[src/hdl/arsr_pkg.sv]
// ---------------------------------------------------------------------------
// Adaptive rate resampler package
// Shared widths, codes, reset values and word types for the resampler.
// ---------------------------------------------------------------------------
`default_nettype none

package arsr_pkg;

	localparam int SAMPLE_BITS    = 24;
	localparam int PTR_BITS       = 32;
	localparam int FRAC_BITS      = 32;
	localparam int STEP_BITS      = 34;
	localparam int GAIN_BITS      = 20;
	localparam int CFG_INDEX_BITS = 1;
	localparam int BUFFER_DEPTH   = 2048;
	localparam int OUTQ_DEPTH     = 4;
	localparam int OUTQ_BITS      = $clog2(OUTQ_DEPTH);

	localparam logic [STEP_BITS-1:0] NOMINAL_RESET = 34'd4294967296;
	localparam logic [GAIN_BITS-1:0] GAIN_RESET    = 20'd39786;
	localparam logic [STEP_BITS-1:0] STEP_MAX      = {STEP_BITS{1'b1}};

	localparam logic [CFG_INDEX_BITS-1:0] CFG_NOMINAL = 1'd0;
	localparam logic [CFG_INDEX_BITS-1:0] CFG_GAIN    = 1'd1;

	localparam logic MODE_PUSH = 1'b0;
	localparam logic MODE_PULL = 1'b1;

	typedef enum logic [1:0] {
		FILL_NORMAL   = 2'd0,
		FILL_UNDERRUN = 2'd1,
		FILL_OVERRUN  = 2'd2
	} fill_status_t;

	typedef struct packed {
		logic                          mode;
		logic signed [SAMPLE_BITS-1:0] left_in;
		logic signed [SAMPLE_BITS-1:0] right_in;
		logic                          block_start;
	} in_item_t;

	typedef struct packed {
		logic signed [SAMPLE_BITS-1:0] left_out;
		logic signed [SAMPLE_BITS-1:0] right_out;
		fill_status_t                  fill_status;
	} out_item_t;

	typedef struct packed {
		logic signed [SAMPLE_BITS-1:0] left;
		logic signed [SAMPLE_BITS-1:0] right;
	} pair_t;

	// Side information that travels with a pull alongside the store read.
	typedef struct packed {
		logic [FRAC_BITS-1:0] frac;
		fill_status_t         status;
	} pull_info_t;

endpackage

`default_nettype wire

[src/hdl/arsr_interp.sv]
// ---------------------------------------------------------------------------
// Resampler interpolator
// Two-stage linear interpolation of both channels with round to nearest.
// ---------------------------------------------------------------------------
`default_nettype none

module arsr_interp (
	input  wire logic                 clk,
	input  wire logic                 arst_n,
	input  wire logic                 valid_s1,
	input  wire arsr_pkg::pull_info_t info_s1,
	input  wire arsr_pkg::pair_t      rd_data0,
	input  wire arsr_pkg::pair_t      rd_data1,
	output logic                      valid_s2,
	output arsr_pkg::out_item_t       res
);

	localparam int S  = arsr_pkg::SAMPLE_BITS;
	localparam int FB = arsr_pkg::FRAC_BITS;
	localparam int PW = S + FB;

	logic signed [S-1:0]    a       [2];
	logic signed [S-1:0]    b       [2];
	logic signed [S:0]      diff    [2];
	logic [S-1:0]           mag     [2];
	logic [PW-1:0]          prod    [2];
	logic [PW:0]            total   [2];
	logic [S-1:0]           step    [2];
	logic [S:0]             r       [2];

	logic                   valid_s2_q;
	arsr_pkg::fill_status_t status_s2;
	logic signed [S-1:0]    a_s2    [2];
	logic                   neg_s2  [2];
	logic [PW-1:0]          prod_s2 [2];

	assign a[0] = rd_data0.left;
	assign a[1] = rd_data0.right;
	assign b[0] = rd_data1.left;
	assign b[1] = rd_data1.right;

	always_comb begin
		for (int ch = 0; ch < 2; ch++) begin
			diff[ch]  = {b[ch][S-1], b[ch]} - {a[ch][S-1], a[ch]};
			mag[ch]   = diff[ch][S] ? S'(-diff[ch]) : diff[ch][S-1:0];
			prod[ch]  = PW'(mag[ch]) * PW'(info_s1.frac);
			// A falling segment rounds half a step toward plus infinity too.
			total[ch] = {1'b0, prod_s2[ch]}
				+ (neg_s2[ch] ? (PW + 1)'(32'h7FFF_FFFF) : (PW + 1)'(32'h8000_0000));
			step[ch]  = total[ch][PW-1:FB];
			r[ch]     = neg_s2[ch] ? ({a_s2[ch][S-1], a_s2[ch]} - {1'b0, step[ch]})
				: ({a_s2[ch][S-1], a_s2[ch]} + {1'b0, step[ch]});
		end
	end

	always_ff @(posedge clk or negedge arst_n) begin
		if (!arst_n) begin
			valid_s2_q <= 1'b0;
		end else begin
			valid_s2_q <= valid_s1;
		end
	end

	always_ff @(posedge clk) begin
		if (valid_s1) begin
			status_s2 <= info_s1.status;
			for (int ch = 0; ch < 2; ch++) begin
				a_s2[ch]    <= a[ch];
				neg_s2[ch]  <= diff[ch][S];
				prod_s2[ch] <= prod[ch];
			end
		end
	end

	always_comb begin
		res.fill_status = status_s2;
		if (status_s2 == arsr_pkg::FILL_NORMAL) begin
			res.left_out  = r[0][S-1:0];
			res.right_out = r[1][S-1:0];
		end else begin
			res.left_out  = '0;
			res.right_out = '0;
		end
	end

	assign valid_s2 = valid_s2_q;

endmodule

`default_nettype wire

[config.mk]
export PLATFORM = sky130hd
export DESIGN_NAME = arsr_interp
export DESIGN_NICKNAME = d
export VERILOG_FILES = /design/src/hdl/arsr_pkg.sv /design/src/hdl/arsr_interp.sv
export SDC_FILE = /design/constraint.sdc
export NUM_CORES = 2
export LEC_CHECK = 0
export BUFFER_PORTS_ARGS = -buffer_cell sky130_fd_sc_hd__buf_2
export CAP_MARGIN = 20
export CORE_MARGIN = 4
export CORE_UTILIZATION = 45
export CTS_BUF_LIST = sky130_fd_sc_hd__clkbuf_2 sky130_fd_sc_hd__clkbuf_4 sky130_fd_sc_hd__clkbuf_8
export DETAILED_ROUTE_END_ITERATION = 10
export GPL_ROUTABILITY_DRIVEN = 1
export PLACE_DENSITY_LB_ADDON = 0.25
export SETUP_SLACK_MARGIN = 0.4
export SYNTH_ARGS = -nofsm -noshare
export SYNTH_HDL_FRONTEND = slang
export SYNTH_SLANG_ARGS = --single-unit
[constraint.sdc]
create_clock -name clk -period 9.95 [get_ports clk]
set_input_delay 1.99 -clock clk [delete_from_list [all_inputs] [get_ports clk]]
set_output_delay 1.99 -clock clk [all_outputs]
set_load 0.05 [all_outputs]
==> out/results.env <==
PLACEMENT.IO_BUFFERS=183
ENDPOINT_KIND='flip-flop'
IOPINCOUNT=184
SYNTH-SEQ-AREA-SHARE=0.0788
DRT-VIAS-PER-INSTANCE=5.26
DIE_H_UM=382
DETAILEDROUTE.FIRSTPASSITERATIONCOUNT=6
CLK_PATH_BUF_DEPTH=2
GRT_MAX_DEGREE=65
FINAL_ANTENNA_NET_COUNT=0
FINISH.CELL_COUNT_WITHOUT_FILLERS=9856
GR-USAGE-ALL-LAYERS=0.267
CLK_TREE_ROOT_CELL='sky130_fd_sc_hd__clkbuf_8'
FIRST_GLOBAL_VIAS=55073
STATUS='finished, violations left'
CP_NUM_CELLS=49
FLOORPLAN.CORE_AREA_UM2=138000
DRT_ITER0_DRC=3526
FINAL_NETS=9950
FRACTION_OF_FINAL_LAYOUT_CELLS_SIZED_BEYOND_DRIVE_STRENGTH_1=0.216
CRITICAL-PATH-SLOWEST-CELL='sky130_fd_sc_hd__fa_1'
WL_CELL_UM=19.8
MET2_WIRELENGTH_MM=92.2
GRT_FIRST_PASS_WIRELENGTH_MM=305
SYNTH_WARNINGS=0
ANTENNA_FOUND_INITIAL=9
M1WIRELENGTH_MM=81.3
TRITONCTS_CLOCK_TREE='built'
GP_ROUTABILITY_CONGESTION=0.940
FINALMAXSLEWVIOLATIONS=0
CRIT_PATH_START='rd_data1[24]'
SYNTH_EDF_COUNT=164
NUMBER_OF_BUFFERS_CREATED_BY_CTS=17
YOSYS_REGISTER_BITS=165
POST-DP-HPWL_MM=156
SYNTH_FP_NETS=9100
SYNTH-ASYNC-RESET-RATIO=0.00606
SETUP_REPAIR_AFTER_GLOBAL_ROUTING_MISSED_ITS_MARGIN='yes'
HOLDCRITPATHCLASS='input pin to asynchronous set/reset pin'
TIMING.CRITICAL_PATH.MODE_CELL='sky130_fd_sc_hd__buf_6'
POSTSYNTHAREAPERCELL_UM2=8.82
NETLIST-CELL-TYPE-COUNT=88
WORSTMARGINPINSLEW_NS=1.02
CP.BUFFERS_INVERTERS=17
CRITICAL_PATH_ARRIVAL_NS=11.35
START_UTIL=0.455
CRITICAL_PATH_CLASS='input pin to flip-flop'
LAYOUT_MIN_CYCLE_TIME_NS=10.94
LAYOUT.CELLS.MOST_COMMON='sky130_fd_sc_hd__inv_1'
MAXIMUM_SINGLE_STAGE_DELAY_ON_THE_CRITICAL_PATH_NS=0.58
WL_MET3_MM=14.3
MAX_LAYER_USED='met4'
MAX_FREQ_MHz=91.4
TRITONCTS_NUM_SINKS=165
SYN_INST=7123
CRITPATHMAXFANOUT=5
RESIDUAL_DRC_COUNT=0
GRT.OVERFLOW.TOTAL=0
ROUTED_WIRELENGTH_MM=195
ENDPOINT='prod_s2[0][52]'
POSTSYNTH.TOPFLOPCELL='sky130_fd_sc_hd__edfxtp_1'
DIE_W_UM=382
CRIT_FAMILY='adder cells'
DPL_WORST_SLACK_NS=-1.93
CLOCK_TREE.HTREE_LEVEL_COUNT=4
DR_TOTAL_VIAS=51799
SETUP_SLACK_NS=-0.995
MAXCAPVIOLATIONS=0
DIE_AREA_UM2=146000
SLEW_HEADROOM=0.315
DP_CELLS=9641
SYN-CELL-AREA_UM2=62800
CRITPATHLAUNCHTYPE='input pin'
FINALSETUPVIOLATIONS=61
MIN_PERIOD_OVER_PERIOD=1.10
CLKTRANSATPATHREGS_NS=0.12
REPORT.FINAL.HOLD_VIOL_COUNT=0
LAYOUT-AREA-OVERHEAD-VS-SYNTH_PCT=23.1
NUM_ROWS=136
LAYOUT.CELLS.MOST_COMMON_LIST='sky130_fd_sc_hd__inv_1, sky130_fd_sc_hd__fa_1, sky130_fd_sc_hd__nand2_1'
CRITPATHREQUIREDTIME_NS=10.35
VIOLATIONS='negative setup slack'
## flip-flops by register name, summed over array words and instances (netlist names)
name and flops:
neg_s2 2, prod_s2 112, a_s2 48, valid_s2 1, status_s2 2
## what timing repair did
item / CTS / global route
setup buffers: 99 / 59
resized for setup: 285 / 227
pin swaps: 152 / 176
setup endpoints to repair: 84 / 90
cloned: 6 / 11
hold buffers: 0 / 0
## final cells by class
class / count / area (µm²)
clock buffer: 18 / 241
clock inverter: 14 / 161
tap: 1863 / 2330
antenna: 7 / 17.5
sequential: 165 / 4950
fill: 12131 / 60700
multi-input combinational: 5081 / 53600
inverter: 1530 / 5760
timing repair buffer: 1178 / 10200
## worst min path at each step
stage,startpoint,end,slack [ns],cells after the start
after floorplan,arst_n,valid_s2,1.69,0
after global placement,arst_n,valid_s2,1.77,1
after detailed placement,arst_n,valid_s2,1.77,1
after CTS,arst_n,valid_s2,1.03,1
after global routing,arst_n,valid_s2,1.03,1
final,arst_n,valid_s2,1.10,1
## per-layer routing
metal  track usage  up-vias
li1              -    23352
met1         0.361    26484
met2         0.438     1675
met3        0.0522      288
met4        0.0783        0
met5             0        -
## cell families (layout without fill, tap and decap cells)
kind of cell	after synthesis	in the layout	synth area share
buf+inv	1877	2740	0.113
mux	11	11	0.00179
compound gates	689	689	0.0718
xor+xnor	274	274	0.0383
flops	165	165	0.0788
fa+ha+maj	1844	1844	0.525
other cells	0	7	0
simple gates	2263	2263	0.171
## synthesized netlist by cell type, drive strengths merged (62+ instances only)
| master | number | area, µm² |
|---|---|---|
| edfxtp | 164 | 4920 |
| nand2 | 1169 | 4390 |
| nor2b | 113 | 707 |
| and2 | 449 | 2810 |
| a21o | 99 | 743 |
| a21oi | 210 | 1050 |
| o21ai | 128 | 644 |
| xnor2 | 180 | 1580 |
| xor2 | 94 | 823 |
| fa | 1320 | 26400 |
| ha | 524 | 6560 |
| clkbuf | 304 | 1140 |
| nand3 | 62 | 310 |
| inv | 1530 | 5740 |
| nor2 | 195 | 732 |
## through the flow
step	area, µm²	hold slack [ns]	setup TNS, ns	util
final	77300	1.10	-38.69	0.560
after global routing	77300	1.03	-56.97	0.560
after CTS	75500	1.03	-29.09	0.547
after detailed placement	73000	1.77	-101.27	0.529
after global placement	73000	1.77	-92.67	0.529
after floorplan	64000	1.69	-28.01	-
Power is not shown: default switching activity piles up to over one toggle a cycle in this logic, so the estimate is an artifact.
