[src/hdl/arsr_pkg.sv]
// ---------------------------------------------------------------------------
// Adaptive rate resampler package
// Shared widths, codes, reset values and word types for the resampler.
// ---------------------------------------------------------------------------
`default_nettype none

package arsr_pkg;

	localparam int SAMPLE_BITS    = 24;
	localparam int PTR_BITS       = 32;
	localparam int FRAC_BITS      = 32;
	localparam int STEP_BITS      = 34;
	localparam int GAIN_BITS      = 20;
	localparam int CFG_INDEX_BITS = 1;
	localparam int BUFFER_DEPTH   = 2048;
	localparam int OUTQ_DEPTH     = 4;
	localparam int OUTQ_BITS      = $clog2(OUTQ_DEPTH);

	localparam logic [STEP_BITS-1:0] NOMINAL_RESET = 34'd4294967296;
	localparam logic [GAIN_BITS-1:0] GAIN_RESET    = 20'd39786;
	localparam logic [STEP_BITS-1:0] STEP_MAX      = {STEP_BITS{1'b1}};

	localparam logic [CFG_INDEX_BITS-1:0] CFG_NOMINAL = 1'd0;
	localparam logic [CFG_INDEX_BITS-1:0] CFG_GAIN    = 1'd1;

	localparam logic MODE_PUSH = 1'b0;
	localparam logic MODE_PULL = 1'b1;

	typedef enum logic [1:0] {
		FILL_NORMAL   = 2'd0,
		FILL_UNDERRUN = 2'd1,
		FILL_OVERRUN  = 2'd2
	} fill_status_t;

	typedef struct packed {
		logic                          mode;
		logic signed [SAMPLE_BITS-1:0] left_in;
		logic signed [SAMPLE_BITS-1:0] right_in;
		logic                          block_start;
	} in_item_t;

	typedef struct packed {
		logic signed [SAMPLE_BITS-1:0] left_out;
		logic signed [SAMPLE_BITS-1:0] right_out;
		fill_status_t                  fill_status;
	} out_item_t;

	typedef struct packed {
		logic signed [SAMPLE_BITS-1:0] left;
		logic signed [SAMPLE_BITS-1:0] right;
	} pair_t;

	// Side information that travels with a pull alongside the store read.
	typedef struct packed {
		logic [FRAC_BITS-1:0] frac;
		fill_status_t         status;
	} pull_info_t;

endpackage

`default_nettype wire

[src/hdl/arsr_outq.sv]
// ---------------------------------------------------------------------------
// Resampler output queue
// Small result queue that decouples the pipeline from receiver stalls.
// ---------------------------------------------------------------------------
`default_nettype none

module arsr_outq (
	input  wire logic                          clk,
	input  wire logic                          arst_n,
	input  wire logic                          push,
	input  wire arsr_pkg::out_item_t           push_data,
	output logic                               result_valid,
	input  wire logic                          result_stall,
	output arsr_pkg::out_item_t                result,
	output logic [arsr_pkg::OUTQ_BITS:0]       count
);

	localparam int QB = arsr_pkg::OUTQ_BITS;

	arsr_pkg::out_item_t q_mem [arsr_pkg::OUTQ_DEPTH];
	logic [QB-1:0]       wr_ptr_q;
	logic [QB-1:0]       rd_ptr_q;
	logic [QB:0]         count_q;
	logic                pop;

	assign pop = (count_q != '0) && !result_stall;

	always_ff @(posedge clk or negedge arst_n) begin
		if (!arst_n) begin
			wr_ptr_q <= '0;
			rd_ptr_q <= '0;
			count_q  <= '0;
		end else begin
			if (push) begin
				wr_ptr_q <= wr_ptr_q + 1'b1;
			end
			if (pop) begin
				rd_ptr_q <= rd_ptr_q + 1'b1;
			end
			if (push && !pop) begin
				count_q <= count_q + 1'b1;
			end else if (pop && !push) begin
				count_q <= count_q - 1'b1;
			end
		end
	end

	always_ff @(posedge clk) begin
		if (push) begin
			q_mem[wr_ptr_q] <= push_data;
		end
	end

	assign result_valid = (count_q != '0);
	assign result       = q_mem[rd_ptr_q];
	assign count        = count_q;

endmodule

`default_nettype wire

[config.mk]
export PLATFORM = sky130hd
export DESIGN_NAME = arsr_outq
export DESIGN_NICKNAME = d
export VERILOG_FILES = /design/src/hdl/arsr_pkg.sv /design/src/hdl/arsr_outq.sv
export SDC_FILE = /design/constraint.sdc
export NUM_CORES = 1
export LEC_CHECK = 0
export BUFFER_PORTS_ARGS = -buffer_cell sky130_fd_sc_hd__buf_4
export CAP_MARGIN = 20
export CORE_ASPECT_RATIO = 2
export CORE_UTILIZATION = 40
export DETAILED_ROUTE_END_ITERATION = 8
export GPL_TIMING_DRIVEN = 0
export SLEW_MARGIN = 25
export SYNTH_ARGS = -nofsm -noshare
export SYNTH_HDL_FRONTEND = slang
export SYNTH_SLANG_ARGS = --single-unit
[constraint.sdc]
create_clock -name clk -period 6.8 [get_ports clk]
set_input_delay 0.68 -clock clk [delete_from_list [all_inputs] [get_ports clk]]
set_output_delay 0.68 -clock clk [all_outputs]
set_load 0.02 [all_outputs]
==> results of run 1 <==
[Yosys cell counts, drive strengths merged, types with 2 or more instances]
cell	instances	share of area [%]
edfxtp	200	78
mux4	50	15
buf	11	1.8
dfrtp	7	2.3
ha	5	0.82
and2	4	0.33
inv	4	0.20
xor2	4	0.46
xnor2	2	0.23
[through the flow]
stage | worst slack (ps) | util [%]
after floorplan | 4513 | -
after global placement | 3348 | 46.70
after detailed placement | 4561 | 47.30
after CTS | 4036 | 50.52
after global routing | 3999 | 50.52
final | 4115 | 50.52
[layout make-up]
class,count,area [um^2]
tap,255,319.1
clock inverter,8,121.4
sequential,207,6181
buffer,12,140.1
clock buffer,19,475.5
timing repair buffer,112,915.9
fill,1568,9319
inverter,4,15.01
multi-input combinational,73,1346
[cell families (layout without fill, tap and decap cells)]
kind of cell    Yosys count  count (layout)  synth area share [%]
compound gates            1               1               0.06517
xor+xnor                  6               6                0.6849
fa+ha+maj                 6               6                 1.076
buf+inv                  16             155                 2.022
flops                   207             207                 80.56
mux                      51              51                 14.92
simple gates              9               9                0.6685
[power by group through the flow]
stage	registers [W]	clock network [W]	logic [W]
2_1_floorplan	0.00176	0	0.000957
3_3_place_gp	0.00177	0	0.00151
3_5_place_dp	0.00176	0	0.00157
4_1_cts	0.00173	0.00108	0.00157
5_1_grt	0.00175	0.00112	0.00163
6_report	0.00173	0.00104	0.00153
[sequential cells by signal, summed over array words and instances, names as in the netlist]
| register | flops |
|---|---|
| count | 3 |
| q_mem | 200 |
| rd_ptr_q | 2 |
| wr_ptr_q | 2 |
[worst paths after layout]
path                                end
max                          result[49]
min                        q_mem[0][12]
max reg2reg                    count[2]
min reg2reg                    count[2]
max in group asynchronous      count[0]
min in group asynchronous   rd_ptr_q[0]
[per-layer routing]
layer	vias up	global-route usage, %	wire length [um]	part of all wire (%)
li1	1514	-	-	-
met1	1762	15.57	4842	35
met2	84	28.40	8118	58
met3	26	2.612	560	4.0
met4	0	5.556	379	2.7
met5	-	0	0	0
[placed cells by master (no fill, tap or decap), types with 2 or more instances in the layout]
master,count
xnor2_1,2
bufinv_16,3
dfrtp_1,7
edfxtp_1,200
inv_1,4
xor2_1,4
ha_1,5
and2_4,4
clkbuf_16,19
mux4_2,48
clkinv_2,2
buf_4,107
buf_2,5
mux4_1,2
buf_16,3
buf_12,6
[timing repair]
action | in CTS | in global routing
buffers inserted | 0 | 0
resized for setup | 0 | 0
hold buffers | 1 | 0
endpoints found under the hold margin | 6 | 0
==> flow_summary.json, run 1 <==
{
  "critPathMaxStageDelay_ps": 390,
  "status": "finished, final reports clean",
  "cts_htree_levels": 1,
  "clock_latency_ps": 480,
  "cp.required_ps": 6120,
  "crit_slowest_cell": "mux4_2",
  "vdd_drop_max_mv": 0.2367,
  "max_freq_mhz": 372.4,
  "switching_share_pct": 29.98,
  "hpwl_mm": 9.022,
  "grt_usage_pct": 14.75,
  "reg2reg_depth": 8,
  "power_density_nw_per_um2": 451.9,
  "holdWs_ps": 401.0,
  "slew_viol_final": 0,
  "cts_buffers": 19,
  "setup-tns-final_ps": 0,
  "yosys_most_used_dff": "edfxtp_1",
  "post_dp_cell_area_um2": 8907,
  "hold_depth": 1,
  "cp_top_family": "buffers and inverters",
  "portBuffers": 107,
  "routedWlPerCell_um": 20.14,
  "drt_iter0_markers": 139,
  "cp_max_fo": 10,
  "min_from": "push_data[12]",
  "synth_area_um2": 7672,
  "power.static_leakage_nw": 3.291,
  "grt_overflow": 0,
  "skew_ps": 11.43,
  "ys_types": 21,
  "final_nets": 489,
  "synth-seq-cells": 207,
  "cp-start-kind": "register",
  "yosysWarningCount": 0,
  "drc": 0,
  "die_w_um": 99.93,
  "diodes": 0,
  "pin_count": 108,
  "worstHoldPathType": "in -> reg",
  "worstSetupStartpoint": "rd_ptr_q[1]",
  "rsz0062_at_grt": "no",
  "die-area_um2": 19770,
  "placed_cells": 662,
  "synth_area_per_cell_um2": 25.92,
  "synth_edf_count": 200,
  "final_hold_viol_count": 0,
  "period_needed_ps": 2685,
  "seq_area_frac_synth_pct": 80.56,
  "rr_startpoint": "count[0]",
  "comb_power_share_pct": 35.5,
  "power_frac_clock_pct": 24.3,
  "finalSetupViolCount": 0,
  "die_y_um": 197.9,
  "grt_pass1_vias": 3845,
  "cts_root_buf": "clkbuf_16",
  "vias_per_cell": 4.907,
  "p_seq_share_pct": 40.2,
  "row_count": 71,
  "r2r_slack_ps": 4750,
  "cts.path.max_buffers": 3,
  "grt_max_degree": 41,
  "antenna_found_initial": 0,
  "area_growth_pct": 24.01,
  "layoutNonFillerInstCount": 690,
  "layout-drive-gt1-share_pct": 46.44,
  "grt_pass1_wl_mm": 21.46,
  "endpoint_kind": "primary output",
  "path_depth": 4,
  "numClockSinks": 207,
  "synth_async_sr_flop_share_pct": 3.382,
  "timing.final.crit_share_pct": 39.49,
  "finalWirelength_mm": 13.90,
  "cts_tree": "built",
  "start_util_pct": 40.74,
  "syn-num-nets": 356,
  "routabilityCongestion": 0.6597,
  "postSynthCellCount": 296,
  "drv_cap": 0,
  "firstDrtPassIters": 4,
  "finalPower_w": 0.004300,
  "relSlewSlack_pct": 77.77,
  "p_int_w": 0.003010,
  "finalInstanceArea_um2": 9514,
  "drtAntennaViolNets": 0,
  "core_area_um2": 18830,
  "via_count": 3386,
  "switching_power_w": 0.001289,
  "cp_num_buf_inv": 3,
  "clkSlewWorstSetupHoldPaths_ps": 70,
  "path_class": "reg -> out",
  "cp.arrival_ps": 2010,
  "tightest_slew_ps": 333.4,
  "crit_path_cell_trace": "clkbuf_1 > buf_2 > mux4_2 > buf_4"
}
Power figures use the tool's default switching activity.
==> inputs of run 2 (changes only) <==
==> constraint.sdc (replaced) <==
create_clock -name clk -period 2.45 [get_ports clk]
set_input_delay 0.245 -clock clk [delete_from_list [all_inputs] [get_ports clk]]
set_output_delay 0.245 -clock clk [all_outputs]
set_load 0.02 [all_outputs]
==> run 2 against run 1 <==
Against the previous run: via count up 5.8%; critical path depth unchanged; sequential power rose to 2.8 times the previous value; highest routed layer unchanged.
==> flow_summary.json, run 2 (synthesis gave the netlist of run 1 again) <==
{
  "status": "finished, final reports clean",
  "via_count": 3581,
  "path_class": "reg -> out",
  "vdd_drop_max_mv": 0.6628,
  "die_w_um": 99.93,
  "top_register": "q_mem",
  "cts_htree_levels": 1,
  "antenna_found_initial": 0,
  "portBuffers": 107,
  "final_nets": 540,
  "die_y_um": 197.9,
  "cts_buffers": 19,
  "layoutNonFillerInstCount": 741,
  "finalSetupViolCount": 0,
  "row_count": 71,
  "drc": 0,
  "core_area_um2": 18830,
  "cts_tree": "built",
  "endpoint_kind": "primary output",
  "cp-start-kind": "register",
  "vias_per_cell": 4.833,
  "tightest_slew_ps": 337.0,
  "power.static_leakage_nw": 3.504,
  "crit_slowest_cell": "mux4_2",
  "cp.arrival_ps": 2000,
  "worstHoldPathType": "in -> reg",
  "firstDrtPassIters": 4,
  "cp.required_ps": 2200,
  "power_density_nw_per_um2": 1199,
  "routedWlPerCell_um": 19.21,
  "start_util_pct": 40.74,
  "cp_num_buf_inv": 3,
  "clkSlewWorstSetupHoldPaths_ps": 70,
  "grt_pass1_vias": 4046,
  "dpl_worst_slack_ps": 400.2,
  "finalWorstSetupSlack_ps": 204.6,
  "diodes": 0,
  "finish.utilization_pct": 53.23,
  "grt_pass1_wl_mm": 22.20,
  "crit_path_cell_trace": "clkbuf_1 > buf_2 > mux4_2 > buf_4",
  "clock_latency_ps": 480,
  "register_area_um2": 6181,
  "layout_commonest_cell": "edfxtp_1",
  "multi_input_area_um2": 1346,
  "hpwl_mm": 9.022,
  "grt_usage_pct": 15.15,
  "slew_viol_final": 0,
  "final_cell_mix": "edfxtp_1, buf_4, dlygate4sd3_1",
  "pin_count": 108,
  "largest_reg_flops": 200,
  "drt_iter0_markers": 120,
  "cts.path.max_buffers": 3,
  "cts_hold_buffers": 52,
  "final_hold_viol_count": 0,
  "routabilityCongestion": 0.6597,
  "cts_resized": 0,
  "drtAntennaViolNets": 0,
  "skew_ps": 12.31,
  "cts_root_buf": "clkbuf_16",
  "grt_overflow": 0,
  "timing.final.crit_share_pct": 91.65,
  "rsz0062_at_grt": "no",
  "grt_max_degree": 41,
  "cp_max_fo": 10,
  "placed_cells": 662,
  "cts_setup_buffers": 0,
  "die-area_um2": 19770,
  "critPathMaxStageDelay_ps": 380,
  "relSlewSlack_pct": 77.53,
  "finalWirelength_mm": 14.24,
  "area_growth_pct": 30.66,
  "cp_top_family": "buffers and inverters",
  "drv_cap": 0,
  "layout-drive-gt1-share_pct": 41.56,
  "fillers": 1534,
  "max_freq_mhz": 445.4,
  "period_needed_ps": 2245,
  "numClockSinks": 207
}
run 2: cell count changes in the layout (fill, tap and decap cells not counted), sizes merged:
cell,change
dlygate4sd3,+51
run 2: routing by layer:
layer  GRT usage (%)  share of wire [%]
met5               0                  0
met4           5.120                2.3
met3           2.400                3.6
met2           29.53                 58
met1           16.12                 36
run 2: worst min-delay path: cells and delay by family:
kind | cells | cell delay [ps]
xor+xnor | 1 | 120
buf+inv | 1 | 80
simple gates | 1 | 40
run 2: path summary, 6_finish.rpt:
path | start | to | slack [ps] | depth (start not counted)
max | rd_ptr_q[1] | result[49] | 200 | 4
min | result_stall | rd_ptr_q[1] | 50 | 3
max reg2reg | count[0] | count[2] | 400 | 8
min reg2reg | count[2] | count[2] | 510 | 1
max in group asynchronous | arst_n | count[0] | 2200 | 2
min in group asynchronous | arst_n | rd_ptr_q[0] | 110 | 2
run 2: report_power, final:
group          leakage (nW)  switching (W)  internal [W]
logic                  1.29        0.00225       0.00206
clock network         0.295        0.00118       0.00172
registers              1.92       0.000169       0.00463
total                  3.50        0.00361       0.00841
run 2: area by class of cell:
| type | instances | area share (%) |
|---|---|---|
| Sequential cell | 207 | 61.66 |
| Timing Repair Buffer | 163 | 14.23 |
| Multi-Input combinational cell | 73 | 13.43 |
| Clock buffer | 19 | 4.743 |
| Tap cell | 255 | 3.183 |
| Buffer | 12 | 1.398 |
| Clock inverter | 8 | 1.211 |
| Inverter | 4 | 0.1498 |
run 2: stage by stage:
step	setup TNS, ps	hold WS, ps	instance area [um^2]	total power (W)
6_report	0	52.36	10020	0.01201
5_1_grt	0	41.02	10020	0.01257
4_1_cts	0	34.03	10020	0.01223
3_5_place_dp	0	65.13	8907	0.009243
3_3_place_gp	-151600	62.75	8795	0.009081
2_1_floorplan	0	-50.59	7672	0.007540
