`src/hdl/arsr_pkg.sv`:
```
// ---------------------------------------------------------------------------
// Adaptive rate resampler package
// Shared widths, codes, reset values and word types for the resampler.
// ---------------------------------------------------------------------------
`default_nettype none

package arsr_pkg;

	localparam int SAMPLE_BITS    = 24;
	localparam int PTR_BITS       = 32;
	localparam int FRAC_BITS      = 32;
	localparam int STEP_BITS      = 34;
	localparam int GAIN_BITS      = 20;
	localparam int CFG_INDEX_BITS = 1;
	localparam int BUFFER_DEPTH   = 2048;
	localparam int OUTQ_DEPTH     = 4;
	localparam int OUTQ_BITS      = $clog2(OUTQ_DEPTH);

	localparam logic [STEP_BITS-1:0] NOMINAL_RESET = 34'd4294967296;
	localparam logic [GAIN_BITS-1:0] GAIN_RESET    = 20'd39786;
	localparam logic [STEP_BITS-1:0] STEP_MAX      = {STEP_BITS{1'b1}};

	localparam logic [CFG_INDEX_BITS-1:0] CFG_NOMINAL = 1'd0;
	localparam logic [CFG_INDEX_BITS-1:0] CFG_GAIN    = 1'd1;

	localparam logic MODE_PUSH = 1'b0;
	localparam logic MODE_PULL = 1'b1;

	typedef enum logic [1:0] {
		FILL_NORMAL   = 2'd0,
		FILL_UNDERRUN = 2'd1,
		FILL_OVERRUN  = 2'd2
	} fill_status_t;

	typedef struct packed {
		logic                          mode;
		logic signed [SAMPLE_BITS-1:0] left_in;
		logic signed [SAMPLE_BITS-1:0] right_in;
		logic                          block_start;
	} in_item_t;

	typedef struct packed {
		logic signed [SAMPLE_BITS-1:0] left_out;
		logic signed [SAMPLE_BITS-1:0] right_out;
		fill_status_t                  fill_status;
	} out_item_t;

	typedef struct packed {
		logic signed [SAMPLE_BITS-1:0] left;
		logic signed [SAMPLE_BITS-1:0] right;
	} pair_t;

	// Side information that travels with a pull alongside the store read.
	typedef struct packed {
		logic [FRAC_BITS-1:0] frac;
		fill_status_t         status;
	} pull_info_t;

endpackage

`default_nettype wire

```
`src/hdl/arsr_ctrl.sv`:
```
// ---------------------------------------------------------------------------
// Resampler pointer and phase control
// Holds the pointers, phase and step, classifies pulls and retunes the step.
// ---------------------------------------------------------------------------
`default_nettype none

module arsr_ctrl #(
	parameter int BUFFER_DEPTH = arsr_pkg::BUFFER_DEPTH
) (
	input  wire logic                                    clk,
	input  wire logic                                    arst_n,
	input  wire logic                                    accept,
	input  wire arsr_pkg::in_item_t                      item,
	input  wire logic                                    cfg_we,
	input  wire logic [arsr_pkg::CFG_INDEX_BITS-1:0]     cfg_index,
	input  wire logic [arsr_pkg::STEP_BITS-1:0]          cfg_data,
	output logic                                         wr_en,
	output logic [$clog2(BUFFER_DEPTH)-1:0]              wr_addr,
	output arsr_pkg::pair_t                              wr_data,
	output logic                                         rd_en,
	output logic [$clog2(BUFFER_DEPTH)-1:0]              rd_addr0,
	output logic [$clog2(BUFFER_DEPTH)-1:0]              rd_addr1,
	output logic                                         valid_s1,
	output arsr_pkg::pull_info_t                         info_s1,
	output logic                                         upd_pending
);

	localparam int ADDR_BITS = $clog2(BUFFER_DEPTH);
	localparam int HALF      = BUFFER_DEPTH / 2;
	localparam int SUM_BITS  = arsr_pkg::STEP_BITS + 1;
	localparam int PROD_BITS = ADDR_BITS + arsr_pkg::GAIN_BITS + 1;
	localparam int NEW_BITS  = ((PROD_BITS > SUM_BITS) ? PROD_BITS : SUM_BITS) + 1;
	localparam int PB        = arsr_pkg::PTR_BITS;
	localparam int FB        = arsr_pkg::FRAC_BITS;
	localparam int SB        = arsr_pkg::STEP_BITS;

	logic [PB-1:0]                      wp_q;
	logic [PB-1:0]                      rp_q;
	logic [FB-1:0]                      frac_q;
	logic [SB-1:0]                      step_q;
	logic [SB-1:0]                      nominal_q;
	logic [arsr_pkg::GAIN_BITS-1:0]     gain_q;
	logic                               upd_q;
	logic signed [ADDR_BITS-1:0]        qfill_q;
	logic                               valid_s1_q;
	arsr_pkg::pull_info_t               info_s1_q;

	logic [PB-1:0]                      fill;
	logic                               under;
	logic                               over;
	logic                               is_pull;
	logic [SUM_BITS-1:0]                phase_sum;
	arsr_pkg::fill_status_t             status;
	logic signed [arsr_pkg::GAIN_BITS:0] gain_s;
	logic signed [PROD_BITS-1:0]        prod;
	logic signed [NEW_BITS-1:0]         new_step;
	logic [SB-1:0]                      step_clamped;

	assign fill      = wp_q - rp_q;
	assign under     = (fill == '0) || fill[PB-1];
	assign over      = !under && (fill >= PB'(BUFFER_DEPTH - 1));
	assign is_pull   = (item.mode == arsr_pkg::MODE_PULL);
	assign phase_sum = {{(SUM_BITS - FB){1'b0}}, frac_q} + {1'b0, step_q};

	always_comb begin
		if (under) begin
			status = arsr_pkg::FILL_UNDERRUN;
		end else if (over) begin
			status = arsr_pkg::FILL_OVERRUN;
		end else begin
			status = arsr_pkg::FILL_NORMAL;
		end
	end

	// Retune: nominal plus fill error times gain, clamped to the step range.
	assign gain_s   = $signed({1'b0, gain_q});
	assign prod     = qfill_q * gain_s;
	assign new_step = $signed({{(NEW_BITS - SB){1'b0}}, nominal_q})
		+ $signed({{(NEW_BITS - PROD_BITS){prod[PROD_BITS-1]}}, prod});

	always_comb begin
		if (new_step[NEW_BITS-1]) begin
			step_clamped = '0;
		end else if (|new_step[NEW_BITS-2:SB]) begin
			step_clamped = arsr_pkg::STEP_MAX;
		end else begin
			step_clamped = new_step[SB-1:0];
		end
	end

	assign wr_en         = accept && !is_pull;
	assign wr_addr       = wp_q[ADDR_BITS-1:0];
	assign wr_data.left  = item.left_in;
	assign wr_data.right = item.right_in;
	assign rd_en         = accept && is_pull;
	assign rd_addr0      = rp_q[ADDR_BITS-1:0];
	assign rd_addr1      = rp_q[ADDR_BITS-1:0] + 1'b1;

	always_ff @(posedge clk or negedge arst_n) begin
		if (!arst_n) begin
			wp_q       <= '0;
			rp_q       <= '0;
			frac_q     <= '0;
			step_q     <= arsr_pkg::NOMINAL_RESET;
			nominal_q  <= arsr_pkg::NOMINAL_RESET;
			gain_q     <= arsr_pkg::GAIN_RESET;
			upd_q      <= 1'b0;
			valid_s1_q <= 1'b0;
		end else begin
			valid_s1_q <= accept && is_pull;
			if (upd_q) begin
				step_q <= step_clamped;
				upd_q  <= 1'b0;
			end
			if (accept && !is_pull) begin
				wp_q <= wp_q + 1'b1;
			end
			if (accept && is_pull) begin
				if (over) begin
					rp_q <= wp_q - PB'(HALF);
				end else if (!under) begin
					rp_q   <= rp_q + {{(PB - (SUM_BITS - FB)){1'b0}}, phase_sum[SUM_BITS-1:FB]};
					frac_q <= phase_sum[FB-1:0];
					if (item.block_start) begin
						upd_q <= 1'b1;
					end
				end
			end
			if (cfg_we) begin
				case (cfg_index)
					arsr_pkg::CFG_NOMINAL: begin
						nominal_q <= cfg_data;
						step_q    <= cfg_data;
					end
					arsr_pkg::CFG_GAIN: begin
						gain_q <= cfg_data[arsr_pkg::GAIN_BITS-1:0];
					end
					default: begin
					end
				endcase
			end
		end
	end

	// The fill error is fill minus half the depth; for a normal pull it fits
	// the address width as a signed value.
	always_ff @(posedge clk) begin
		if (accept && is_pull) begin
			info_s1_q.frac   <= frac_q;
			info_s1_q.status <= status;
			qfill_q          <= $signed(fill[ADDR_BITS-1:0] - ADDR_BITS'(HALF));
		end
	end

	assign valid_s1    = valid_s1_q;
	assign info_s1     = info_s1_q;
	assign upd_pending = upd_q;

endmodule

`default_nettype wire

```
`config.mk`:
```
export PLATFORM = sky130hd
export DESIGN_NAME = arsr_ctrl
export DESIGN_NICKNAME = d
export VERILOG_FILES = /design/src/hdl/arsr_pkg.sv /design/src/hdl/arsr_ctrl.sv
export SDC_FILE = /design/constraint.sdc
export NUM_CORES = 1
export LEC_CHECK = 0
export ABC_AREA = 1
export ABC_CLOCK_PERIOD_IN_PS = 5410
export BUFFER_PORTS_ARGS = -buffer_cell sky130_fd_sc_hd__buf_2
export CAP_MARGIN = 20
export CORE_MARGIN = 3
export CORE_UTILIZATION = 40
export CTS_CLUSTER_SIZE = 30
export DETAILED_ROUTE_END_ITERATION = 8
export PLACE_DENSITY_LB_ADDON = 0.12
export SLEW_MARGIN = 40
export SYNTH_ARGS = -nofsm -noshare
export SYNTH_HDL_FRONTEND = slang
export SYNTH_SLANG_ARGS = --single-unit
```
`constraint.sdc`:
```
create_clock -name clk -period 5.41 [get_ports clk]
set_clock_uncertainty 0.1 [all_clocks]
set_input_delay 1.082 -clock clk [delete_from_list [all_inputs] [get_ports clk]]
set_output_delay 1.082 -clock clk [all_outputs]
set_load 0.02 [all_outputs]
```
==> key figures, run 1 <==
Layout
  • Area added between synthesis and finish: 18.4%
  • Layout cells sized above 1: 18.1%
  • Number of nets in the layout: 3902
  • Design area: 0.0287 mm^2
  • Footprint of the multi-input gates: 0.0155 mm^2
  • Fill cell instance count of the final layout: 5981
  • Area taken by flip-flops and latches: 0.00603 mm^2
  • Count of antenna diodes in the layout: 0

Synth
  • Post-synthesis register bit count: 231
  • Mean cell area of the mapped netlist: 7.45 um^2
  • Largest family of logic cells by synthesized area: adder cells
  • Post-synth net total: 3701
  • Main area contributors after synthesis: dfrtp_1 (18%), fa_1 (16%), nand2_1 (16%), inv_1 (9.8%), ha_1 (8.6%)
  • Synth Area in XOR/XNOR: 5.43%
  • Sequential share of the synthesized area: 24.9%
  • Commonest cells post-synth: nand2_1 (1022), inv_1 (634), fa_1 (196)
  • Ys flop type: dfrtp_1
  • Area fraction in compound gates after synthesis: 5.58%
  • Fraction of synthesized area in multiplexers: 0.930%
  • Gate count after technology mapping: 3250
  • Async S/R FF share, synth: 80.5%
  • Biggest area consumer among synthesized cells: dfrtp_1
  • Fraction of the mapped netlist area in simple logic gates: 24.6%
  • Post-synth design cell area: 0.0242 mm^2
  • Number of warnings issued by yosys: 0
  • Number of enable flip-flop cells after synthesis: 45
  • Area fraction of the dominant cell type after synthesis: 18.1%
  • Unique masters post-synth: 52
  • Synthesized-area fraction occupied by adder cells: 24.8%
  • Count leader, synth: nand2_1

Placement
  • Dpl ws: -0.458 ns
  • Final weighted congestion in routability-driven placement: 0.926
  • Instance area at placement: 0.0264 mm^2
  • Input/output buffers: 111
  • Half-perimeter wire length after detailed placement: 59.3 mm

Floorplan
  • DIE HEIGHT: 252 um
  • Number of standard-cell rows in the floorplan: 89
  • Horizontal die dimension: 252 um
  • Top-Level Pins: 208
  • Core Area: 0.0595 mm^2
  • Starting density of the core: 40.7%
  • Full die area: 0.0635 mm^2

Worst setup path
  • Worst Setup Start Kind: register
  • Delay contributed by the slowest stage of the critical path: 0.53 ns
  • Category of the critical setup timing path: register to register
  • Most Frequent Cell on Critical Path: fa_1
  • WP data arrival: 6.09 ns
  • Slowest CP cell: fa_1
  • Critical path fanouts, max: 8
  • Required time of the worst setup path: 5.79 ns
  • Endpoint type of the worst setup path: register

Global routing
  • Total grt overflow: 0
  • Global Route Usage Sum: 23.5%
  • Via count of the first global-routing pass: 21381
  • Pin count of the biggest net entering global routing: 93
  • Number of antenna violations at the first check in global routing: 2
  • Wire length of the first global-routing pass: 118 mm

Detailed routing
  • Top metal layer carrying routed signals: met5
  • Detail-routed net length per standard cell: 17.4 um
  • Met2 routed wirelength: 37.3 mm
  • Final routed wirelength across all metal layers: 74.0 mm
  • Residual antenna-violating net count after detailed routing: 0
  • Via density per instance: 4.91
  • Met3 routed wirelength: 3.17 mm
  • Total DRC errors in the routed layout: 0
  • DRT Pass-1 Iters: 5
  • Detailed-route wire length on metal 1: 30.9 mm
  • DR vias: 20845
  • Number of DRC violations after detailed-routing iteration 0: 1105

Clock tree
  • Buffer cell driving the clock tree root: clkbuf_16
  • Clock tree from TritonCTS: built
  • Clk pin slew, worst setup/hold paths: 0.06 ns
  • Maximum root-to-sink buffer count: 3
  • Number of sinks on the clock net: 231
  • H-tree Lvls: 1
  • Hold Buf Count CTS: 0
  • CTS Buf Count: 31
  • Clock latency at the later pin of the worst-skew pair: 0.62 ns

STA
  • Final Worst Setup Slack: -0.295 ns
  • Hold Fails Final Rpt: 0
  • Worst slew margin relative to its limit: 49.6%
  • Max Slew Vio Count: 0
  • Maximum frequency from static timing analysis: 175 MHz
  • RSZ-0062 raised after global routing: yes
  • Tmin final: 5.71 ns
  • Worst Tran Pin Value: 0.755 ns
  • Final setup violation count: 34
  • Portion of the clock cycle consumed by the worst path in the final layout: 105%

Run
  • Max cap viols: 0

Run status
  • Outcome: finished, violations left
  • Failing checks: negative setup slack

Hold path
  • Kind of path behind the tightest hold check: input port to asynchronous set/reset pin
## stage by stage
stage	util [%]	hold slack (ns)	setup TNS [ns]	std cells
CTS	47.3	0.334	-8.82	4225
detailed placement	44.4	0.374	-14.91	4138
global placement	44.4	0.369	-11.07	4137
finish	48.2	0.354	-8.11	4247
floorplan	-	0.349	0	3250
global route	48.2	0.367	-15.57	4247
## layout make-up
class / count / area share (%)
clock buffer: 40 / 3.04
clock inverter: 16 / 0.690
inverter: 641 / 8.42
multi-input combinational: 2214 / 54.2
sequential: 231 / 21.0
tap: 773 / 3.37
timing repair buffer: 331 / 9.21
timing repair inverter: 1 / 0.0262
## metal layers
metal / up-vias / GRT usage (%)
li1: 10233 / -
met1: 10029 / 29.5
met2: 461 / 42.0
met3: 118 / 2.94
met4: 4 / 7.53
met5: - / 0
## critical path: cells and delay by family (launching register included)
| family | cells | cell delay [ns] |
|---|---|---|
| AOI/OAI and AO/OA | 4 | 0.52 |
| adders and majority gates | 6 | 2.72 |
| buffers and inverters | 8 | 0.81 |
| DFF | 1 | 0.45 |
| and+or+nand+nor | 11 | 0.93 |
## cell families after synthesis
family,Yosys count
adder cells (fa/ha/maj),362
multiplexers,20
XOR/XNOR,150
buffers and inverters,805
AO/OA/AOI/OAI,246
flip-flops,231
AND/OR/NAND/NOR,1436
## state kept, by name, summed over array words and instances, names as in the netlist
signal	flops
frac_q	32
gain_q	20
info_s1	34
nominal_q	34
qfill_q	11
rp_q	32
step_q	34
upd_pending	1
valid_s1	1
wp_q	32
## cell usage in the layout, fill, tap and decap left out, types with 39 or more instances in the layout
master | netlist | routed
ha_1 | 166 | 146
xnor2_1 | 39 | 39
nand4_1 | 44 | 44
o21ai_0 | 96 | 85
nor2_1 | 161 | 147
fa_1 | 196 | 185
nand2_2 | 11 | 49
nand2_1 | 1022 | 978
buf_2 | 20 | 110
inv_1 | 634 | 601
nand3_1 | 103 | 98
dfrtp_1 | 175 | 169
a21oi_1 | 104 | 89
edfxtp_1 | 45 | 45
xor2_1 | 111 | 110
buf_4 | 71 | 181
## worst paths after layout
kind / startpoint / endpoint / slack (ns) / cells after the start
max: qfill_q[10]$_DFFE_PP_ / step_q[8]$_DFF_PN0_ / -0.30 / 29
min: arst_n / frac_q[15]$_DFFE_PN0P_ / 0.35 / 1
max reg2reg: qfill_q[10]$_DFFE_PP_ / step_q[8]$_DFF_PN0_ / -0.30 / 29
min reg2reg: nominal_q[32]$_DFFE_PN1P_ / nominal_q[32]$_DFFE_PN1P_ / 0.39 / 2
max in group asynchronous: arst_n / wp_q[28]$_DFFE_PN0P_ / 3.97 / 2
min in group clk: nominal_q[32]$_DFFE_PN1P_ / nominal_q[32]$_DFFE_PN1P_ / 0.39 / 2
## timing repair
action,CTS,global route
pin swaps,23,103
setup endpoints to repair,34,41
gates resized for setup,84,111
gates cloned,3,4
setup buffers,28,19
Power of run 1 is left out: the tool's default activity adds up to more than one toggle a clock period on the data nets, which glitch-free logic cannot reach.
==> run 2, diff against run 1 <==
--- a/config.mk
+++ b/config.mk
@@ -13,6 +13,7 @@
 export CORE_UTILIZATION = 40
 export CTS_CLUSTER_SIZE = 30
 export DETAILED_ROUTE_END_ITERATION = 8
+export GPL_TIMING_DRIVEN = 0
 export PLACE_DENSITY_LB_ADDON = 0.12
 export SLEW_MARGIN = 40
 export SYNTH_ARGS = -nofsm -noshare
==> run 2 against run 1 <==
Net effect:
- hold slack worse by 0.11 ns
- utilization up 0.92 points
- cell count increased by 2.0%
- via count grew 3.1%
- maximum frequency shrank 0.68%
- wire length increased by 5.3%
- non-clock buffer count grew 85
- worst setup slack got worse by 0.039 ns
- register-to-register slack got worse by 0.04 ns
- critical path depth unchanged
- the flow still finishes with violations (negative setup slack)
==> key figures, run 2 (synthesized netlist as in run 1, its figures left out) <==
Floorplan
  • Full die area: 0.0635 mm^2 (unchanged)
  • Top-Level Pins: 208 (unchanged)
  • Starting density of the core: 40.7% (unchanged)
  • Horizontal die dimension: 252 um (unchanged)
  • DIE HEIGHT: 252 um (unchanged)
  • Core Area: 0.0595 mm^2 (unchanged)
  • Number of standard-cell rows in the floorplan: 89 (unchanged)

Hold path
  • Kind of path behind the tightest hold check: input port to asynchronous set/reset pin

Clock tree
  • Number of sinks on the clock net: 231 (unchanged)
  • Clock latency at the later pin of the worst-skew pair: 0.60 ns (-0.02 ns)
  • Hold Buf Count CTS: 0 (unchanged)
  • Maximum root-to-sink buffer count: 3 (unchanged)
  • CTS Buf Count: 30 (-3.2%)
  • H-tree Lvls: 1 (unchanged)
  • Clk pin slew, worst setup/hold paths: 0.06 ns (about the same)
  • Buffer cell driving the clock tree root: clkbuf_16
  • Clock tree from TritonCTS: built

Worst setup path
  • Endpoint type of the worst setup path: register
  • Slowest CP cell: dfstp_2
  • Category of the critical setup timing path: register to register
  • Most Frequent Cell on Critical Path: nand2_1
  • Worst Setup Start Kind: register
  • WP data arrival: 6.17 ns (+0.08 ns)
  • Required time of the worst setup path: 5.83 ns (+0.04 ns)
  • Critical path fanouts, max: 8 (unchanged)
  • Count of cells along the worst register-to-register path: 29 (unchanged)
  • Delay contributed by the slowest stage of the critical path: 0.59 ns (+0.06 ns)

Detailed routing
  • DR vias: 21500 (+3.1%)
  • Number of DRC violations after detailed-routing iteration 0: 1223 (+11%)
  • Residual antenna-violating net count after detailed routing: 0 (unchanged)
  • Via density per instance: 4.96 (+1.1%)
  • Total DRC errors in the routed layout: 0 (unchanged)
  • Final routed wirelength across all metal layers: 77.9 mm (+5.3%)
  • DRT Pass-1 Iters: 5 (unchanged)
  • Detail-routed net length per standard cell: 18.0 um (+3.3%)

Layout
  • Most frequent standard cell in the layout excluding fill and tap cells: nand2_1
  • Count of antenna diodes in the layout: 0 (unchanged)
  • Area added between synthesis and finish: 20.7%
  • Post-layout utilization of the core: 49.1% (+0.92 points)
  • Layout cells sized above 1: 19.6% (+1.5 points)
  • Leading cell types in the layout, fill and taps excluded: nand2_1 (981), inv_1 (602), fa_1 (177)
  • Design area: 0.0292 mm^2 (+1.9%)
  • Number of nets in the layout: 3985 (+2.1%)

Placement
  • Dpl ws: -1.12 ns (-0.664 ns)
  • Final weighted congestion in routability-driven placement: 0.927 (about the same)
  • Instance area at placement: 0.0263 mm^2 (-0.30%)
  • Input/output buffers: 159 (+43%)
  • Half-perimeter wire length after detailed placement: 62.6 mm (+5.6%)

STA
  • RSZ-0062 raised after global routing: yes
  • Worst Tran Pin Value: 0.771 ns (+0.0156 ns)
  • Total Neg Setup Slack: -10.39 ns (-2.27 ns)
  • Worst slew margin relative to its limit: 48.6% (-0.98 points)
  • Final Worst Setup Slack: -0.334 ns (-0.0388 ns)
  • Max Slew Vio Count: 0 (unchanged)
  • Final setup violation count: 34 (unchanged)
  • Tmin final: 5.74 ns (+0.0388 ns)
  • Hold Fails Final Rpt: 0 (unchanged)
  • Maximum frequency from static timing analysis: 174 MHz (-0.68%)
  • Portion of the clock cycle consumed by the worst path in the final layout: 106% (+0.72 points)

Run
  • Max cap viols: 0 (unchanged)

Global routing
  • Via count of the first global-routing pass: 21513 (+0.62%)
  • Pin count of the biggest net entering global routing: 64 (-31%)
  • Global Route Usage Sum: 24.2% (+0.74 points)
  • Total grt overflow: 0 (unchanged)
  • Number of antenna violations at the first check in global routing: 0 (-2)
  • Wire length of the first global-routing pass: 121 mm (+2.5%)

Run status
  • Failing checks: negative setup slack
  • Outcome: finished, violations left
## run 2: cell count changes in the layout (fill, tap and decap cells not counted), moves of 6 or more
cell      change
buf_12       -14
dfrtp_1       +6
clkbuf_1     +31
fa_1          -8
clkbuf_4     +15
buf_8        +12
buf_2        +62
fa_2          +8
nand2_2       -6
dfrtp_2       -6
buf_4        -43
clkbuf_8     +12
## run 2: through the flow
stage | hold WS, ns | instances
after floorplan | 0.349 | 3250
after global placement | 0.364 | 4182
after detailed placement | 0.367 | 4187
after CTS | 0.220 | 4321
after global routing | 0.246 | 4331
final | 0.241 | 4331
## run 2: worst paths after layout
kind | slack, ns | endpoint | startpoint
setup / recovery | -0.33 | step_q[16]$_DFF_PN0_ | gain_q[12]$_DFFE_PN1P_
hold / removal | 0.24 | frac_q[6]$_DFFE_PN0P_ | arst_n
setup reg to reg | -0.33 | step_q[16]$_DFF_PN0_ | gain_q[12]$_DFFE_PN1P_
hold reg to reg | 0.37 | nominal_q[32]$_DFFE_PN1P_ | nominal_q[32]$_DFFE_PN1P_
max in group asynchronous | 4.04 | wp_q[27]$_DFFE_PN0P_ | arst_n
min in group clk | 0.37 | nominal_q[32]$_DFFE_PN1P_ | nominal_q[32]$_DFFE_PN1P_
## run 2: final cells by class
cell class	count	area, um^2
fillers	5944	30300
multi-input cells	2214	15700
flip-flops and latches	231	6020
inverters	641	2420
repair buffers	253	1760
plain buffers	163	1320
well taps	773	967
clock buffers	41	843
clock inverters	15	208
## run 2: repair_timing
| item | CTS | global route |
|---|---|---|
| pin swaps | 131 | 57 |
| endpoints found under the setup margin | 37 | 42 |
| gates cloned | 13 | 0 |
| buffers inserted | 65 | 11 |
| gates resized for setup | 226 | 92 |
| endpoints found under the hold margin | 0 | 0 |
## run 2: layer usage
layer | track usage (%) | wire length, um | vias to the layer above
met1 | 30.2 | 32300 | 10459
li1 | - | - | 10428
met3 | 2.38 | 2790 | 136
met5 | 0 | 0 | -
met4 | 7.00 | 2670 | 0
met2 | 44.4 | 40200 | 477
## run 2: critical path, delay by kind of cell (launching register included)
family	cells	cell delay [ns]
fa+ha+maj	6	2.84
buf+inv	8	0.79
simple gates	13	1.01
compound gates	2	0.36
flops	1	0.59
Power of run 2 is left out for the same reason.
==> run 3, diff against run 2 <==
--- a/config.mk
+++ b/config.mk
@@ -9,7 +9,6 @@
 export ABC_CLOCK_PERIOD_IN_PS = 5410
 export BUFFER_PORTS_ARGS = -buffer_cell sky130_fd_sc_hd__buf_2
 export CAP_MARGIN = 20
-export CORE_MARGIN = 3
 export CORE_UTILIZATION = 40
 export CTS_CLUSTER_SIZE = 30
 export DETAILED_ROUTE_END_ITERATION = 8
==> run 3 against run 2 <==
Net effect:
- the flow still finishes with violations (negative setup slack)
- via count decreased by 1.1%
- maximum frequency about the same
- final area decreased by 1.0%
- wire length fell by 2.5%
- cell count fell by 0.18%
- clock-buffer cell count decreased by 3
- sequential share of layout area is 0.21 points higher
- die area shrank 3.1%
- register-to-register slack barely moved
- first-iteration DRC count down 7.0%
- utilization shrank 0.41 points
==> key figures, run 3 (synthesized netlist as in run 1, its figures left out) <==
Floorplan
  • Core Area: 0.0594 mm^2 (-0.19%)
  • Number of standard-cell rows in the floorplan: 89 (unchanged)
  • Full die area: 0.0615 mm^2 (-3.1%)
  • Horizontal die dimension: 248 um (-1.6%)
  • Starting density of the core: 40.8% (+0.076 points)
  • Top-Level Pins: 208 (unchanged)
  • DIE HEIGHT: 248 um (-1.6%)

STA
  • Worst Tran Pin Value: 0.802 ns (+0.0315 ns)
  • Worst slew margin relative to its limit: 46.5% (-2.1 points)
  • Hold Fails Final Rpt: 0 (unchanged)
  • Final setup violation count: 34 (unchanged)
  • Total Neg Setup Slack: -10.15 ns (+0.239 ns)
  • Maximum frequency from static timing analysis: 174 MHz (about the same)
  • RSZ-0062 raised after global routing: yes
  • Max Slew Vio Count: 0 (unchanged)
  • Worst hold margin: 0.242 ns (+0.000962 ns)
  • Final Worst Setup Slack: -0.335 ns (-0.00128 ns)
  • Tmin final: 5.75 ns (+0.00128 ns)
  • Portion of the clock cycle consumed by the worst path in the final layout: 106% (about the same)

Detailed routing
  • Total DRC errors in the routed layout: 0 (unchanged)
  • DR vias: 21255 (-1.1%)
  • Number of DRC violations after detailed-routing iteration 0: 1138 (-7.0%)
  • DRT Pass-1 Iters: 5 (unchanged)
  • Via density per instance: 4.92 (-0.96%)
  • Detail-routed net length per standard cell: 17.6 um (-2.3%)
  • Residual antenna-violating net count after detailed routing: 0 (unchanged)
  • Final routed wirelength across all metal layers: 75.9 mm (-2.5%)

Placement
  • Input/output buffers: 159 (unchanged)
  • Final weighted congestion in routability-driven placement: 0.961 (+3.7%)
  • Instance area at placement: 0.0263 mm^2 (about the same)
  • Dpl ws: -1.09 ns (+0.0288 ns)
  • Half-perimeter wire length after detailed placement: 61.6 mm (-1.7%)

Worst setup path
  • Required time of the worst setup path: 5.83 ns (about the same)
  • Endpoint type of the worst setup path: register
  • Worst Setup Start Kind: register
  • Slowest CP cell: fa_1
  • Delay contributed by the slowest stage of the critical path: 0.55 ns (-0.04 ns)
  • Category of the critical setup timing path: register to register
  • Most Frequent Cell on Critical Path: nand2_1
  • WP data arrival: 6.16 ns (about the same)
  • Critical path fanouts, max: 6 (-2)

Clock tree
  • Clock tree from TritonCTS: built
  • Buffer cell driving the clock tree root: clkbuf_16
  • CTS Buf Count: 29 (-3.3%)
  • Hold Buf Count CTS: 0 (unchanged)
  • Clock latency at the later pin of the worst-skew pair: 0.58 ns (-0.02 ns)
  • H-tree Lvls: 1 (unchanged)
  • Clk pin slew, worst setup/hold paths: 0.06 ns (about the same)
  • Number of sinks on the clock net: 231 (unchanged)
  • Maximum root-to-sink buffer count: 3 (unchanged)

Layout
  • Area added between synthesis and finish: 19.4%
  • Count of antenna diodes in the layout: 0 (unchanged)
  • Most frequent standard cell in the layout excluding fill and tap cells: nand2_1
  • Leading cell types in the layout, fill and taps excluded: nand2_1 (981), inv_1 (606), fa_1 (175), dfrtp_1 (175), buf_2 (172)
  • Layout cells sized above 1: 18.9% (-0.69 points)
  • Design area: 0.0289 mm^2 (-1.0%)
  • Number of nets in the layout: 3978 (-0.18%)

Global routing
  • Pin count of the biggest net entering global routing: 61 (-4.7%)
  • Number of antenna violations at the first check in global routing: 2 (+2)
  • Global Route Usage Sum: 24.8% (+0.62 points)
  • Wire length of the first global-routing pass: 117 mm (-2.7%)
  • Total grt overflow: 0 (unchanged)
  • Via count of the first global-routing pass: 21438 (-0.35%)

Hold path
  • Kind of path behind the tightest hold check: input port to asynchronous set/reset pin

Run status
  • Outcome: finished, violations left
  • Failing checks: negative setup slack

Run
  • Max cap viols: 0 (unchanged)
-- run 3: worst max-delay path, delay by kind of cell (launching register included) --
| family | cells | cell delay (ns) |
|---|---|---|
| compound gates | 4 | 0.70 |
| buf+inv | 8 | 0.92 |
| flops | 1 | 0.47 |
| simple gates | 10 | 0.74 |
| fa+ha+maj | 6 | 2.78 |
-- run 3: what timing repair did --
item	CTS	global route
buffers inserted	59	11
setup endpoints to repair	36	44
gates cloned	11	1
pin swaps	120	23
resized for setup	260	31
-- run 3: final cells by class --
cell class,count,area [um^2]
Sequential cell,231,6020
Timing Repair Buffer,246,1640
Tap cell,773,967
Inverter,641,2420
Clock inverter,16,171
Fill cell,5922,30400
Multi-Input combinational cell,2214,15600
Clock buffer,38,779
Buffer,164,1330
-- run 3: metal layers --
metal,track usage [%],routed length [um],vias to the layer above
met5,0,13,-
met4,9.53,3230,2
met3,2.81,3070,163
met2,44.3,38200,461
met1,30.5,31400,10221
li1,-,-,10408
-- run 3: worst paths after layout --
kind	slack (ns)	cells past startpoint	from	end
hold reg to reg	0.37	2	nominal_q[32]$_DFFE_PN1P_	nominal_q[32]$_DFFE_PN1P_
min in group clk	0.37	2	nominal_q[32]$_DFFE_PN1P_	nominal_q[32]$_DFFE_PN1P_
max in group asynchronous	4.06	3	arst_n	wp_q[29]$_DFFE_PN0P_
setup / recovery	-0.34	28	qfill_q[10]$_DFFE_PP_	step_q[2]$_DFF_PN0_
setup reg to reg	-0.34	28	qfill_q[10]$_DFFE_PP_	step_q[2]$_DFF_PN0_
hold / removal	0.24	1	arst_n	frac_q[9]$_DFFE_PN0P_
-- run 3: through the flow --
| step | util [%] | instances |
|---|---|---|
| after global placement | 44.1 | 4182 |
| after CTS | 48.4 | 4310 |
| final | 48.7 | 4323 |
| after global routing | 48.7 | 4323 |
| after floorplan | - | 3250 |
| after detailed placement | 44.3 | 4186 |
Power of run 3 is left out for the same reason.
